$ cat src/rtl/core/fpr_pkg.sv
// Shared types and constants of the framed packet receiver.
`default_nettype none

package fpr_pkg;

  localparam int unsigned MaxPayloadDef = 32;
  localparam int unsigned BurstLimit    = 32;
  localparam int unsigned BurstCntW     = 6;
  localparam int unsigned CountW        = 9;
  localparam logic [CountW-1:0] CountMax = 9'd511;

  localparam logic [7:0] HeadReset  = 8'hAA;
  localparam logic [7:0] TailReset  = 8'h55;
  localparam logic       CheckReset = 1'b1;

  typedef enum logic [1:0] {
    CfgHead  = 2'd0,
    CfgTail  = 2'd1,
    CfgCheck = 2'd2,
    CfgNone  = 2'd3
  } fpr_cfg_e;

  typedef enum logic [1:0] {
    BkIdle,
    BkFetch,
    BkEmit
  } fpr_bk_e;

  typedef struct packed {
    logic [7:0]           id;
    logic [7:0]           len;
    logic [BurstCntW-1:0] cnt;
  } fpr_desc_t;

endpackage

`default_nettype wire

$ cat src/rtl/core/framed_packet_receiver_top.sv
// Top level of the framed packet receiver.
`default_nettype none

// Parses head, id, length, payload, checksum, tail frames from a byte stream and delivers
// each accepted frame as a burst of one result per stored payload byte, at most BurstLimit
// (an empty frame gives one marker result with has_payload low). The front end takes one
// byte per cycle while full is low; it holds full high while a delivered frame is still
// being read out and the next byte would be written to the payload store, or while two
// delivered frames wait in the descriptor queue. The back end fetches each result by a
// registered read of the payload RAM and then loads it into the result register once that
// is free, before it fetches the next; a marker result skips the read.
module framed_packet_receiver_top #(
  parameter int unsigned MaxPayload = fpr_pkg::MaxPayloadDef
) (
  input  wire logic       clk_i,
  input  wire logic       rst_ni,
  input  wire logic       cfg_valid_i,
  output logic            cfg_ready_o,
  input  wire logic [1:0] cfg_index_i,
  input  wire logic [7:0] cfg_data_i,
  input  wire logic       push,
  output logic            full,
  input  wire logic [7:0] rx_byte_i,
  output logic            empty,
  input  wire logic       pop,
  output logic      [7:0] msg_id_o,
  output logic      [7:0] frame_len_o,
  output logic      [4:0] byte_pos_o,
  output logic      [7:0] payload_byte_o,
  output logic            has_payload_o,
  output logic            last_o
);

  import fpr_pkg::*;

  localparam int unsigned AddrW = (MaxPayload > 1) ? $clog2(MaxPayload) : 1;

  logic             ram_we, ram_re;
  logic [AddrW-1:0] ram_waddr, ram_raddr;
  logic [7:0]       ram_wdata, ram_rdata;
  logic             desc_push, desc_pop, q_full, q_empty, busy, pending;
  fpr_desc_t        desc_in, desc_out;

  assign cfg_ready_o = 1'b1;
  assign pending     = !q_empty || busy;

  fpr_front #(
    .MaxPayload (MaxPayload),
    .AddrW      (AddrW)
  ) u_front (
    .clk_i       (clk_i),
    .rst_ni      (rst_ni),
    .cfg_valid_i (cfg_valid_i),
    .cfg_index_i (cfg_index_i),
    .cfg_data_i  (cfg_data_i),
    .push_i      (push),
    .rx_byte_i   (rx_byte_i),
    .full_o      (full),
    .pending_i   (pending),
    .q_full_i    (q_full),
    .ram_we_o    (ram_we),
    .ram_waddr_o (ram_waddr),
    .ram_wdata_o (ram_wdata),
    .desc_push_o (desc_push),
    .desc_o      (desc_in)
  );

  fpr_ram #(
    .Width (8),
    .Depth (MaxPayload),
    .AddrW (AddrW)
  ) u_ram (
    .clk_i   (clk_i),
    .we_i    (ram_we),
    .waddr_i (ram_waddr),
    .wdata_i (ram_wdata),
    .re_i    (ram_re),
    .raddr_i (ram_raddr),
    .rdata_o (ram_rdata)
  );

  fpr_dq u_dq (
    .clk_i   (clk_i),
    .rst_ni  (rst_ni),
    .push_i  (desc_push),
    .wdata_i (desc_in),
    .pop_i   (desc_pop),
    .rdata_o (desc_out),
    .full_o  (q_full),
    .empty_o (q_empty)
  );

  fpr_back #(
    .MaxPayload (MaxPayload),
    .AddrW      (AddrW)
  ) u_back (
    .clk_i          (clk_i),
    .rst_ni         (rst_ni),
    .desc_valid_i   (!q_empty),
    .desc_i         (desc_out),
    .desc_pop_o     (desc_pop),
    .ram_re_o       (ram_re),
    .ram_raddr_o    (ram_raddr),
    .ram_rdata_i    (ram_rdata),
    .busy_o         (busy),
    .pop_i          (pop),
    .empty_o        (empty),
    .msg_id_o       (msg_id_o),
    .frame_len_o    (frame_len_o),
    .byte_pos_o     (byte_pos_o),
    .payload_byte_o (payload_byte_o),
    .has_payload_o  (has_payload_o),
    .last_o         (last_o)
  );

  a_no_write_during_burst: assert property (@(posedge clk_i) disable iff (!rst_ni)
    ram_we |-> !pending)
    else $error("payload store written while a burst is pending");

  a_no_push_when_full: assert property (@(posedge clk_i) disable iff (!rst_ni)
    desc_push |-> !q_full)
    else $error("frame descriptor lost on full queue");

  a_marker_shape: assert property (@(posedge clk_i) disable iff (!rst_ni)
    (!empty && !has_payload_o) |-> (last_o && payload_byte_o == 8'd0 && byte_pos_o == 5'd0))
    else $error("malformed empty-frame marker");

  a_read_only_when_busy: assert property (@(posedge clk_i) disable iff (!rst_ni)
    ram_re |-> (busy && !ram_we))
    else $error("payload read outside a burst");

endmodule

`default_nettype wire

$ cat src/rtl/core/fpr_ram.sv
// Generic single-write, single-read RAM with registered read data.
`default_nettype none

module fpr_ram #(
  parameter int unsigned Width = 8,
  parameter int unsigned Depth = 32,
  parameter int unsigned AddrW = (Depth > 1) ? $clog2(Depth) : 1
) (
  input  wire logic             clk_i,
  input  wire logic             we_i,
  input  wire logic [AddrW-1:0] waddr_i,
  input  wire logic [Width-1:0] wdata_i,
  input  wire logic             re_i,
  input  wire logic [AddrW-1:0] raddr_i,
  output logic      [Width-1:0] rdata_o
);

  logic [Width-1:0] mem_q [Depth];
  logic [Width-1:0] rdata_q;

  always_ff @(posedge clk_i) begin
    if (we_i) begin
      mem_q[waddr_i] <= wdata_i;
    end
    if (re_i) begin
      rdata_q <= mem_q[raddr_i];
    end
  end

  assign rdata_o = rdata_q;

endmodule

`default_nettype wire

$ cat src/rtl/core/fpr_front.sv
// Front end: configuration registers, frame parser, payload store writes, frame hand-off.
`default_nettype none

module fpr_front #(
  parameter int unsigned MaxPayload = fpr_pkg::MaxPayloadDef,
  parameter int unsigned AddrW      = (MaxPayload > 1) ? $clog2(MaxPayload) : 1
) (
  input  wire logic             clk_i,
  input  wire logic             rst_ni,
  input  wire logic             cfg_valid_i,
  input  wire logic [1:0]       cfg_index_i,
  input  wire logic [7:0]       cfg_data_i,
  input  wire logic             push_i,
  input  wire logic [7:0]       rx_byte_i,
  output logic                  full_o,
  input  wire logic             pending_i,
  input  wire logic             q_full_i,
  output logic                  ram_we_o,
  output logic      [AddrW-1:0] ram_waddr_o,
  output logic      [7:0]       ram_wdata_o,
  output logic                  desc_push_o,
  output fpr_pkg::fpr_desc_t    desc_o
);

  import fpr_pkg::*;

  localparam int unsigned BurstCap = (MaxPayload < BurstLimit) ? MaxPayload : BurstLimit;

  logic [7:0]        head_q, head_d, tail_q, tail_d;
  logic              chk_q, chk_d;
  logic              in_frame_q, in_frame_d;
  logic [CountW-1:0] cnt_q, cnt_d;
  logic [7:0]        sum_q, sum_d, id_q, id_d, len_q, len_d, rsum_q, rsum_d;
  logic [CountW-1:0] lenp2, pos;
  logic              pay_next, acc;

  always_comb begin
    head_d = head_q;
    tail_d = tail_q;
    chk_d  = chk_q;
    if (cfg_valid_i) begin
      case (fpr_cfg_e'(cfg_index_i))
        CfgHead:  head_d = cfg_data_i;
        CfgTail:  tail_d = cfg_data_i;
        CfgCheck: chk_d  = cfg_data_i[0];
        default:  ;
      endcase
    end
  end

  assign lenp2    = CountW'(len_q) + CountW'(2);
  assign pos      = cnt_q - CountW'(2);
  assign pay_next = in_frame_q && (cnt_q >= CountW'(2)) && (cnt_q < lenp2)
                    && (pos < CountW'(MaxPayload));
  assign full_o   = q_full_i || (pending_i && pay_next);
  assign acc      = push_i && !full_o;

  always_comb begin
    in_frame_d  = in_frame_q;
    cnt_d       = cnt_q;
    sum_d       = sum_q;
    id_d        = id_q;
    len_d       = len_q;
    rsum_d      = rsum_q;
    ram_we_o    = 1'b0;
    desc_push_o = 1'b0;
    if (acc) begin
      if (!in_frame_q) begin
        if (rx_byte_i == head_q) begin
          in_frame_d = 1'b1;
          cnt_d      = '0;
          sum_d      = '0;
        end
      end else if (rx_byte_i == tail_q) begin
        in_frame_d  = 1'b0;
        desc_push_o = !chk_q || (sum_q == rsum_q);
      end else begin
        if (cnt_q == CountW'(0)) begin
          id_d = rx_byte_i;
        end else if (cnt_q == CountW'(1)) begin
          len_d = rx_byte_i;
        end else if (cnt_q < lenp2) begin
          ram_we_o = pos < CountW'(MaxPayload);
          sum_d    = sum_q + rx_byte_i;
        end else if (cnt_q == lenp2) begin
          rsum_d = rx_byte_i;
        end else if (cnt_q > lenp2 + CountW'(1)) begin
          in_frame_d = 1'b0;
        end
        if (cnt_q != CountMax) begin
          cnt_d = cnt_q + CountW'(1);
        end
      end
    end
  end

  assign ram_waddr_o = AddrW'(pos);
  assign ram_wdata_o = rx_byte_i;

  assign desc_o.id  = id_q;
  assign desc_o.len = len_q;
  assign desc_o.cnt = (len_q > 8'(BurstCap)) ? BurstCntW'(BurstCap) : BurstCntW'(len_q);

  always_ff @(posedge clk_i or negedge rst_ni) begin
    if (!rst_ni) begin
      head_q     <= HeadReset;
      tail_q     <= TailReset;
      chk_q      <= CheckReset;
      in_frame_q <= 1'b0;
      cnt_q      <= '0;
      sum_q      <= '0;
      id_q       <= '0;
      len_q      <= '0;
      rsum_q     <= '0;
    end else begin
      head_q     <= head_d;
      tail_q     <= tail_d;
      chk_q      <= chk_d;
      in_frame_q <= in_frame_d;
      cnt_q      <= cnt_d;
      sum_q      <= sum_d;
      id_q       <= id_d;
      len_q      <= len_d;
      rsum_q     <= rsum_d;
    end
  end

endmodule

`default_nettype wire

$ cat src/rtl/core/fpr_dq.sv
// Two-entry queue of delivered frame descriptors between front and back end.
`default_nettype none

module fpr_dq (
  input  wire logic          clk_i,
  input  wire logic          rst_ni,
  input  wire logic          push_i,
  input  wire fpr_pkg::fpr_desc_t wdata_i,
  input  wire logic          pop_i,
  output fpr_pkg::fpr_desc_t rdata_o,
  output logic               full_o,
  output logic               empty_o
);

  import fpr_pkg::*;

  fpr_desc_t  mem_q [2];
  logic       wr_q, wr_d, rd_q, rd_d;
  logic [1:0] cnt_q, cnt_d;
  logic       do_push, do_pop;

  assign full_o  = cnt_q == 2'd2;
  assign empty_o = cnt_q == 2'd0;
  assign rdata_o = mem_q[rd_q];
  assign do_push = push_i && !full_o;
  assign do_pop  = pop_i && !empty_o;

  always_comb begin
    wr_d  = do_push ? !wr_q : wr_q;
    rd_d  = do_pop ? !rd_q : rd_q;
    cnt_d = cnt_q + 2'(do_push) - 2'(do_pop);
  end

  always_ff @(posedge clk_i) begin
    if (do_push) begin
      mem_q[wr_q] <= wdata_i;
    end
  end

  always_ff @(posedge clk_i or negedge rst_ni) begin
    if (!rst_ni) begin
      wr_q  <= 1'b0;
      rd_q  <= 1'b0;
      cnt_q <= '0;
    end else begin
      wr_q  <= wr_d;
      rd_q  <= rd_d;
      cnt_q <= cnt_d;
    end
  end

endmodule

`default_nettype wire

$ cat src/rtl/core/fpr_back.sv
// Back end: reads stored payload for each delivered frame and drives the result register.
`default_nettype none

module fpr_back #(
  parameter int unsigned MaxPayload = fpr_pkg::MaxPayloadDef,
  parameter int unsigned AddrW      = (MaxPayload > 1) ? $clog2(MaxPayload) : 1
) (
  input  wire logic             clk_i,
  input  wire logic             rst_ni,
  input  wire logic             desc_valid_i,
  input  wire fpr_pkg::fpr_desc_t desc_i,
  output logic                  desc_pop_o,
  output logic                  ram_re_o,
  output logic      [AddrW-1:0] ram_raddr_o,
  input  wire logic [7:0]       ram_rdata_i,
  output logic                  busy_o,
  input  wire logic             pop_i,
  output logic                  empty_o,
  output logic      [7:0]       msg_id_o,
  output logic      [7:0]       frame_len_o,
  output logic      [4:0]       byte_pos_o,
  output logic      [7:0]       payload_byte_o,
  output logic                  has_payload_o,
  output logic                  last_o
);

  import fpr_pkg::*;

  fpr_bk_e   state_q, state_d;
  fpr_desc_t desc_q, desc_d;
  logic [4:0] k_q, k_d;
  logic       ov_q, ov_d;
  logic [7:0] id_q, id_d, len_q, len_d, pb_q, pb_d;
  logic [4:0] pos_q, pos_d;
  logic       hp_q, hp_d, last_q, last_d;
  logic       free, load, marker, is_last;

  assign free    = !ov_q || pop_i;
  assign marker  = desc_q.cnt == '0;
  assign is_last = (BurstCntW'(k_q) + BurstCntW'(1)) == desc_q.cnt;

  always_comb begin
    state_d    = state_q;
    desc_d     = desc_q;
    k_d        = k_q;
    desc_pop_o = 1'b0;
    ram_re_o   = 1'b0;
    load       = 1'b0;
    case (state_q)
      BkIdle: begin
        if (desc_valid_i) begin
          desc_pop_o = 1'b1;
          desc_d     = desc_i;
          k_d        = '0;
          state_d    = (desc_i.cnt == '0) ? BkEmit : BkFetch;
        end
      end
      BkFetch: begin
        ram_re_o = 1'b1;
        state_d  = BkEmit;
      end
      BkEmit: begin
        if (free) begin
          load = 1'b1;
          if (marker || is_last) begin
            state_d = BkIdle;
          end else begin
            k_d     = k_q + 5'd1;
            state_d = BkFetch;
          end
        end
      end
      default: state_d = BkIdle;
    endcase
  end

  always_comb begin
    ov_d   = ov_q && !pop_i;
    id_d   = id_q;
    len_d  = len_q;
    pos_d  = pos_q;
    pb_d   = pb_q;
    hp_d   = hp_q;
    last_d = last_q;
    if (load) begin
      ov_d   = 1'b1;
      id_d   = desc_q.id;
      len_d  = desc_q.len;
      pos_d  = marker ? 5'd0 : k_q;
      pb_d   = marker ? 8'd0 : ram_rdata_i;
      hp_d   = !marker;
      last_d = marker || is_last;
    end
  end

  assign ram_raddr_o    = AddrW'(k_q);
  assign busy_o         = state_q != BkIdle;
  assign empty_o        = !ov_q;
  assign msg_id_o       = id_q;
  assign frame_len_o    = len_q;
  assign byte_pos_o     = pos_q;
  assign payload_byte_o = pb_q;
  assign has_payload_o  = hp_q;
  assign last_o         = last_q;

  always_ff @(posedge clk_i) begin
    desc_q <= desc_d;
    k_q    <= k_d;
    id_q   <= id_d;
    len_q  <= len_d;
    pos_q  <= pos_d;
    pb_q   <= pb_d;
    hp_q   <= hp_d;
    last_q <= last_d;
  end

  always_ff @(posedge clk_i or negedge rst_ni) begin
    if (!rst_ni) begin
      state_q <= BkIdle;
      ov_q    <= 1'b0;
    end else begin
      state_q <= state_d;
      ov_q    <= ov_d;
    end
  end

endmodule

`default_nettype wire

$ cat config.mk
export PLATFORM = sky130hd
export DESIGN_NAME = framed_packet_receiver_top
export DESIGN_NICKNAME = d
export VERILOG_FILES = /design/src/rtl/core/fpr_pkg.sv /design/src/rtl/core/framed_packet_receiver_top.sv /design/src/rtl/core/fpr_ram.sv /design/src/rtl/core/fpr_front.sv /design/src/rtl/core/fpr_dq.sv /design/src/rtl/core/fpr_back.sv
export SDC_FILE = /design/constraint.sdc
export NUM_CORES = 1
export LEC_CHECK = 0
export BUFFER_PORTS_ARGS = -buffer_cell sky130_fd_sc_hd__buf_2
export CORE_MARGIN = 1.5
export CORE_UTILIZATION = 40
export CTS_CLUSTER_SIZE = 8
export DETAILED_ROUTE_END_ITERATION = 8
export PLACE_DENSITY = 0.65
export SLEW_MARGIN = 20
export SYNTH_ARGS = -nofsm -noshare
export SYNTH_HDL_FRONTEND = slang
export SYNTH_HIERARCHICAL = 1
export SYNTH_SLANG_ARGS = --single-unit
$ cat constraint.sdc
create_clock -name clk_i -period 4.8 [get_ports clk_i]
set_input_delay 0.48 -clock clk_i [delete_from_list [all_inputs] [get_ports clk_i]]
set_output_delay 0.48 -clock clk_i [all_outputs]
set_load 0.05 [all_outputs]
==> results of run 1 <==
## critical path: stages, from the launching register on
cell and delay [ns]:
dfrtp_1 0.47, ha_1 0.27, nand3_1 0.10, xor2_1 0.21, ha_1 0.38, nand3_1 0.11, a2111oi_0 0.32, nor2_1 0.11
a21o_1 0.26, a31oi_4 0.29, and4b_1 0.31, or3b_2 0.62, nor2_1 0.60
## final timing paths
check                      cells past startpoint         startpoint            endpoint  slack [ns]
min in group clk_i                             2      cfg_data_i[5]   u_front/tail_q[5]        0.16
max in group asynchronous                      2             rst_ni   u_front/rsum_q[6]        3.76
setup reg to reg                              12   u_front/len_q[2]  u_ram/mem_q[20][5]        0.35
setup / recovery                              12   u_front/len_q[2]  u_ram/mem_q[20][5]        0.35
hold / removal                                 1             rst_ni         u_back/ov_q        0.01
hold reg to reg                                0  u_back/desc_q[21]  u_back/msg_id_o[7]        0.42
## synthesized netlist by cell type (all sizes together) (7+ instances only)
cell type,number
a21oi,9
and2,20
buf,31
clkbuf,14
dfrtp,57
dfstp,9
edfxtp,366
ha,38
inv,26
mux2,73
mux4,80
nand2,28
nand2b,7
nand3,14
nand3b,9
nand4,13
nor2,57
nor3,7
o21ai,11
o31ai,7
xnor2,42
xor2,14
## per-layer routing
metal | up-vias | global-route usage (%)
li1 | 4213 | -
met1 | 4805 | 23.8
met2 | 283 | 25.8
met3 | 67 | 2.92
met4 | 0 | 6.11
met5 | - | 0
## power groups by stage
stage | Clock, mW | Combinational, mW | Sequential [mW]
after floorplan | 0 | 1.15 | 4.48
after global placement | 0 | 1.55 | 4.50
after detailed placement | 0 | 1.56 | 4.51
after CTS | 3.82 | 1.57 | 4.44
after global routing | 3.97 | 1.72 | 4.46
final | 3.73 | 1.57 | 4.43
## flip-flops by register name (all words and copies together), names as in the netlist, 2 cells and up
register	flops
u_back/frame_len_o	8
u_ram/rdata_o	8
u_front/len_q	8
u_dq/mem_q	44
u_ram/mem_q	256
u_front/head_q	8
u_back/msg_id_o	8
u_back/byte_pos_o	5
u_back/state_q	2
u_back/desc_q	22
u_front/cnt_q	9
u_front/rsum_q	8
u_dq/cnt_q	2
u_back/payload_byte_o	8
u_front/id_q	8
u_front/tail_q	8
u_front/sum_q	8
u_back/ram_raddr_o	5
## layout make-up
| class | instances | area, µm² | share of cell area, % |
|---|---|---|---|
| Multi-Input combinational cell | 514 | 5340 | 25.2 |
| Clock buffer | 95 | 1610 | 7.62 |
| Clock inverter | 3 | 47.5 | 0.225 |
| Inverter | 26 | 97.6 | 0.462 |
| Timing Repair Buffer | 101 | 646 | 3.05 |
| Tap cell | 600 | 751 | 3.55 |
| Sequential cell | 432 | 12700 | 59.9 |
## metrics by stage
stage          cell area (µm²)  cells  setup WS (ns)
2_1_floorplan            18400   1017          0.772
3_3_place_gp             19500   1673          0.528
3_5_place_dp             19500   1673          0.408
4_1_cts                  21100   1771          0.390
5_1_grt                  21100   1771         0.0571
6_report                 21100   1771          0.349
## cell families (layout without fill, tap and decap cells)
group	after synthesis	in the layout
DFF	432	432
AOI/OAI and AO/OA	70	70
buffers and inverters	71	225
other	1	1
and+or+nand+nor	189	189
xor gates and xnor gates	56	56
adders and majority gates	39	39
muxes	159	159
==> impl_metrics.yaml, run 1 <==
drt:
  viasPerCell: 5.29
  wl_met1_um: 17600
  drc: 0
  route.vias.total: 9368
  dr_wl_met2_um: 17700
  top_layer: "met4"
  wl_met3_um: 2040
  first_iter_violations: 750
  drtAntennaViolNets: 0
  routedWlPerCell_um: 21.7
  routed_wl_um: 38500
  drtPass1Iterations: 4
placement:
  buffer_ports.inserted: 55
  hpwl_um: 24300
  gp_congestion: 0.835
synth:
  ys_warn_count: 6
  synth_seq_cells: 432
  syn_area_um2: 18400
  synth_area_leaders: "edfxtp_1, mux4_2, dfrtp_1"
  synth_top_family_by_area: "multiplexers"
  syn_area_per_cell_um2: 18.1
  synthFlopType: "edfxtp_1"
  synth_cell_types: 77
  synthSimpleGateAreaFrac_pct: 5.59
  synth_top_area_cell: "edfxtp_1"
  synthAdderAreaFrac_pct: 2.70
  ys_seq_area_share_pct: 68.9
  synth_edf_count: 366
  netlist_instances: 1017
  synthesis.nets: 1079
  synth-compound-area-share_pct: 3.08
  synth_xor_area_share_pct: 2.71
  async_flop_share_pct: 15.3
  synth_top_area_share_pct: 59.8
  synth.mux.area_fraction_pct: 14.9
grt:
  grt_pass1_wl_um: 59100
  grt_pass1_vias: 9836
  grt_max_degree: 70
  grt.total_usage_pct: 16.7
  grt-ovfl-total: 0
  antenna_found_initial: 0
cts:
  clk_latency_ns: 0.61
  cts_resized: 0
  numCtsBuffers: 59
  htree_levels: 2
  clk_pin_slew_worst_paths_ns: 0.06
  hold_buffers: 0
  tritoncts: "yes"
  cts_setup_buffers: 0
  cts_buffer_depth: 3
  cts_root_buf: "clkbuf_16"
  numClockSinks: 432
floorplanning:
  start_util_pct: 40.5
  die_y_um: 217
  dieWidth_um: 217
  core-area_um2: 45400
  dieArea_um2: 47200
  row_count: 78
  ios: 57
worst_setup_path:
  critPathRequiredTime_ns: 5.02
  arrival_ns: 4.67
  end_kind: "register"
  path_max_fanout: 9
  startpoint_type: "register"
  worst-setup-path-type: "reg2reg"
power_and_ir_drop:
  p_seq_share_pct: 45.5
  switching_share_pct: 26.1
  clock_power_share_pct: 38.4
  switchingPower_mw: 2.54
  cellLeakagePower_nw: 7.57
  share_comb_of_total_power_pct: 16.1
  intPower_mw: 7.19
  p_total_mw: 9.74
  p_per_area_nw_per_um2: 460
  irDropWorstVdd_uv: 293
timing:
  post-route-period-util_pct: 92.7
  finalSetupViolations: 0
  fin_skew_ns: 0.0326
  finalMaxSlewViolations: 0
  fin_setup_tns_ns: 0
  maxSlewHeadroom_pct: 33.0
  fmax_ghz: 0.225
  tightestPinTransition_ns: 1.00
  hold_viol: 0
  holdWs_ns: 0.0143
  min_period_ns: 4.45
  rsz0062_at_grt: "false"
outcome:
  status: "completed"
finish:
  syn2layout_area_growth_pct: 15.1
  layout_commonest_cell: "edfxtp_1"
  final_cell_mix: "edfxtp_1, mux4_2, clkbuf_16"
  fin_util_pct: 46.6
  fill_cells: 3807
  nets: 1196
  layout-drive-gt1-share_pct: 29.9
  antenna_cells: 0
worst_hold_path:
  hold_class: "in2async"
flow_run:
  cap_violations: 0
(Power assumes the default switching activity.)
==> run 2: changes to the inputs <==
Settings changed: ABC_AREA from default to 1, CAP_MARGIN from default to 40.
==> run 2 against run 1 <==
- sequential share of layout area shrank 3.5 points
- first-iteration DRC count increased by 35%
- total power is 0.67% higher
- non-clock buffer count is 17 higher
- flip-flop and latch count did not move
- synthesized area increased by 7.6%
- sequential power is essentially flat
- largest cell class unchanged
- critical path type unchanged
- cell count is 51% higher
- largest power group unchanged
- critical path depth up 4
- routed wire length increased by 19%
- core utilization shrank 0.66 points
- clock-buffer cell count rose by 1
==> impl_metrics.yaml, run 2 <==
outcome:
  status: "completed"
timing:
  hold_viol: 0
  finalMaxSlewViolations: 0
  min_period_ns: 4.23
  finalWorstSetupSlack_ns: 0.566
  maxSlewHeadroom_pct: 48.6
  fmax_ghz: 0.236
  fin_skew_ns: 0.0247
  post-route-period-util_pct: 88.2
  tightestPinTransition_ns: 0.770
  finalSetupViolations: 0
  rsz0062_at_grt: "false"
  holdWs_ns: 0.110
  fin_setup_tns_ns: 0
finish:
  largest_reg_flops: 256
  nets: 2032
  multiInputGateArea_um2: 5930
  reg.largest.list: "u_ram/mem_q: 256 flops, u_dq/mem_q: 44 flops, u_back/desc_q: 22 flops"
  layout-drive-gt1-share_pct: 12.8
  antenna_cells: 0
  fin_area_um2: 22400
  layout_commonest_cell: "nand2_1"
  fin_util_pct: 45.9
  fill_cells: 4529
  syn2layout_area_growth_pct: 13.6
  final_cells: 2672
  regMostFlops: "u_ram/mem_q"
  final_cell_mix: "nand2_1, edfxtp_1, nand3_1"
  regArea_um2: 12700
drt:
  route.vias.total: 13500
  first_iter_violations: 1012
  drc: 0
  routedWlPerCell_um: 17.1
  routed_wl_um: 45700
  drtPass1Iterations: 5
  drtAntennaViolNets: 0
  viasPerCell: 5.05
placement:
  place_area_um2: 20700
  hpwl_um: 28900
  dpl_worst_slack_ns: 0.640
  gp_congestion: 0.903
  dp.cells: 2569
  buffer_ports.inserted: 55
worst_setup_path:
  r2r_start: "u_front/len_q[2]"
  ff2ff_setup_slack_ns: 0.57
  arrival_ns: 4.52
  crit_start: "u_front/len_q[2]"
  end_kind: "register"
  startpoint_type: "register"
  path_max_fanout: 8
  critPathCapture: "u_ram/mem_q[13][6]"
  worst-setup-path-type: "reg2reg"
  reg2reg_depth: 16
  critPathRequiredTime_ns: 5.09
  reg2reg_to: "u_ram/mem_q[13][6]"
synth:
  async_flop_share_pct: 15.3
  synth_seq_cells: 432
  synth_top_area_cell: "edfxtp_1"
  synthFlopType: "edfxtp_1"
  synth_cell_types: 53
  synthesis.nets: 1931
  synth_area_leaders: "edfxtp_1, nand2_1, dfrtp_1"
  ys_seq_area_share_pct: 64.0
  synth_top_area_share_pct: 55.6
  syn_area_um2: 19800
  ys_warn_count: 6
  netlist_instances: 1869
  yosysMostFrequentCell: "nand2_1"
  syn_area_per_cell_um2: 10.6
  synth_edf_count: 366
  ys_top_cells_by_count: "nand2_1, edfxtp_1, nand3_1"
cts:
  numClockSinks: 432
  cts_setup_buffers: 0
  htree_levels: 2
  numCtsBuffers: 59
  cts_resized: 0
  tritoncts: "yes"
  clk_latency_ns: 0.60
  cts_buffer_depth: 3
  clk_pin_slew_worst_paths_ns: 0.05
  cts_root_buf: "clkbuf_16"
floorplanning:
  ios: 57
  dieArea_um2: 50700
  dieWidth_um: 225
  row_count: 81
  start_util_pct: 40.4
  die_y_um: 225
  core-area_um2: 48800
worst_hold_path:
  hold_class: "in2reg"
  hold_depth: 2
flow_run:
  cap_violations: 0
grt:
  antenna_found_initial: 0
  grt_pass1_wl_um: 72000
  grt-ovfl-total: 0
  grt.total_usage_pct: 18.3
  grt_max_degree: 79
  grt_pass1_vias: 13300
power_and_ir_drop:
  p_per_area_nw_per_um2: 437
  cellLeakagePower_nw: 9.11
  p_total_mw: 9.80
  irDropWorstVdd_uv: 341
run 2: worst min-delay path by stage:
stage                      from               endpoint  slack, ns
2_1_floorplan            rst_ni            u_back/ov_q       0.18
3_3_place_gp   u_back/desc_q[6]  u_back/frame_len_o[0]       0.40
3_5_place_dp             rst_ni      u_front/head_q[4]       0.36
4_1_cts                     pop            u_back/ov_q       0.08
5_1_grt                     pop            u_back/ov_q       0.10
6_report                    pop            u_back/ov_q       0.11
run 2: logic make-up after synthesis:
| family | Yosys count | share of synthesized area, % |
|---|---|---|
| AND/OR/NAND/NOR | 1040 | 23.0 |
| flip-flops | 432 | 64.0 |
| buffers and inverters | 233 | 6.00 |
| AO/OA/AOI/OAI | 104 | 3.55 |
| adder cells (fa/ha/maj) | 39 | 2.51 |
| XOR/XNOR | 20 | 0.887 |
| other | 1 | 0.0190 |
run 2: layer usage:
layer / vias to the layer above / GRT usage, % / wire [µm]
met2: 433 / 29.8 / 21500
met1: 6468 / 24.8 / 20100
li1: 6509 / - / -
met5: - / 0 / 0
met4: 0 / 6.54 / 1160
met3: 85 / 3.10 / 2940
run 2: report_power, final:
part           total (mW)  switching, mW  leakage (nW)  internal (mW)
Sequential           4.41          0.185          3.97           4.23
Clock                3.73           1.48         0.784           2.26
Combinational        1.65           1.13          4.36          0.526
run 2: cell type report:
| class | count | area share [%] |
|---|---|---|
| Sequential cell | 432 | 56.4 |
| Tap cell | 664 | 3.70 |
| Inverter | 155 | 2.60 |
| Clock inverter | 3 | 0.117 |
| Multi-Input combinational cell | 1204 | 26.4 |
| Clock buffer | 96 | 7.20 |
| Timing Repair Buffer | 118 | 3.57 |
run 2: critical path, cell delays in order, from the launching register on:
cell and delay [ns]:
dfrtp_1 0.50, ha_1 0.25, nand2_1 0.07, nor2_1 0.15
nand2_1 0.08, xor2_1 0.26, inv_1 0.09, ha_1 0.29
nand2_1 0.07, nor2_1 0.15, nand4_2 0.18, nand4_4 0.17
nand4_2 0.10, nor3_1 0.48, nand3_1 0.65, nor2_1 0.26
buf_4 0.20
run 2: what timing repair did:
action / in CTS / in global routing
setup endpoints to repair: 0 / 0
hold buffers: 1 / 0
endpoints found under the hold margin: 9 / 0
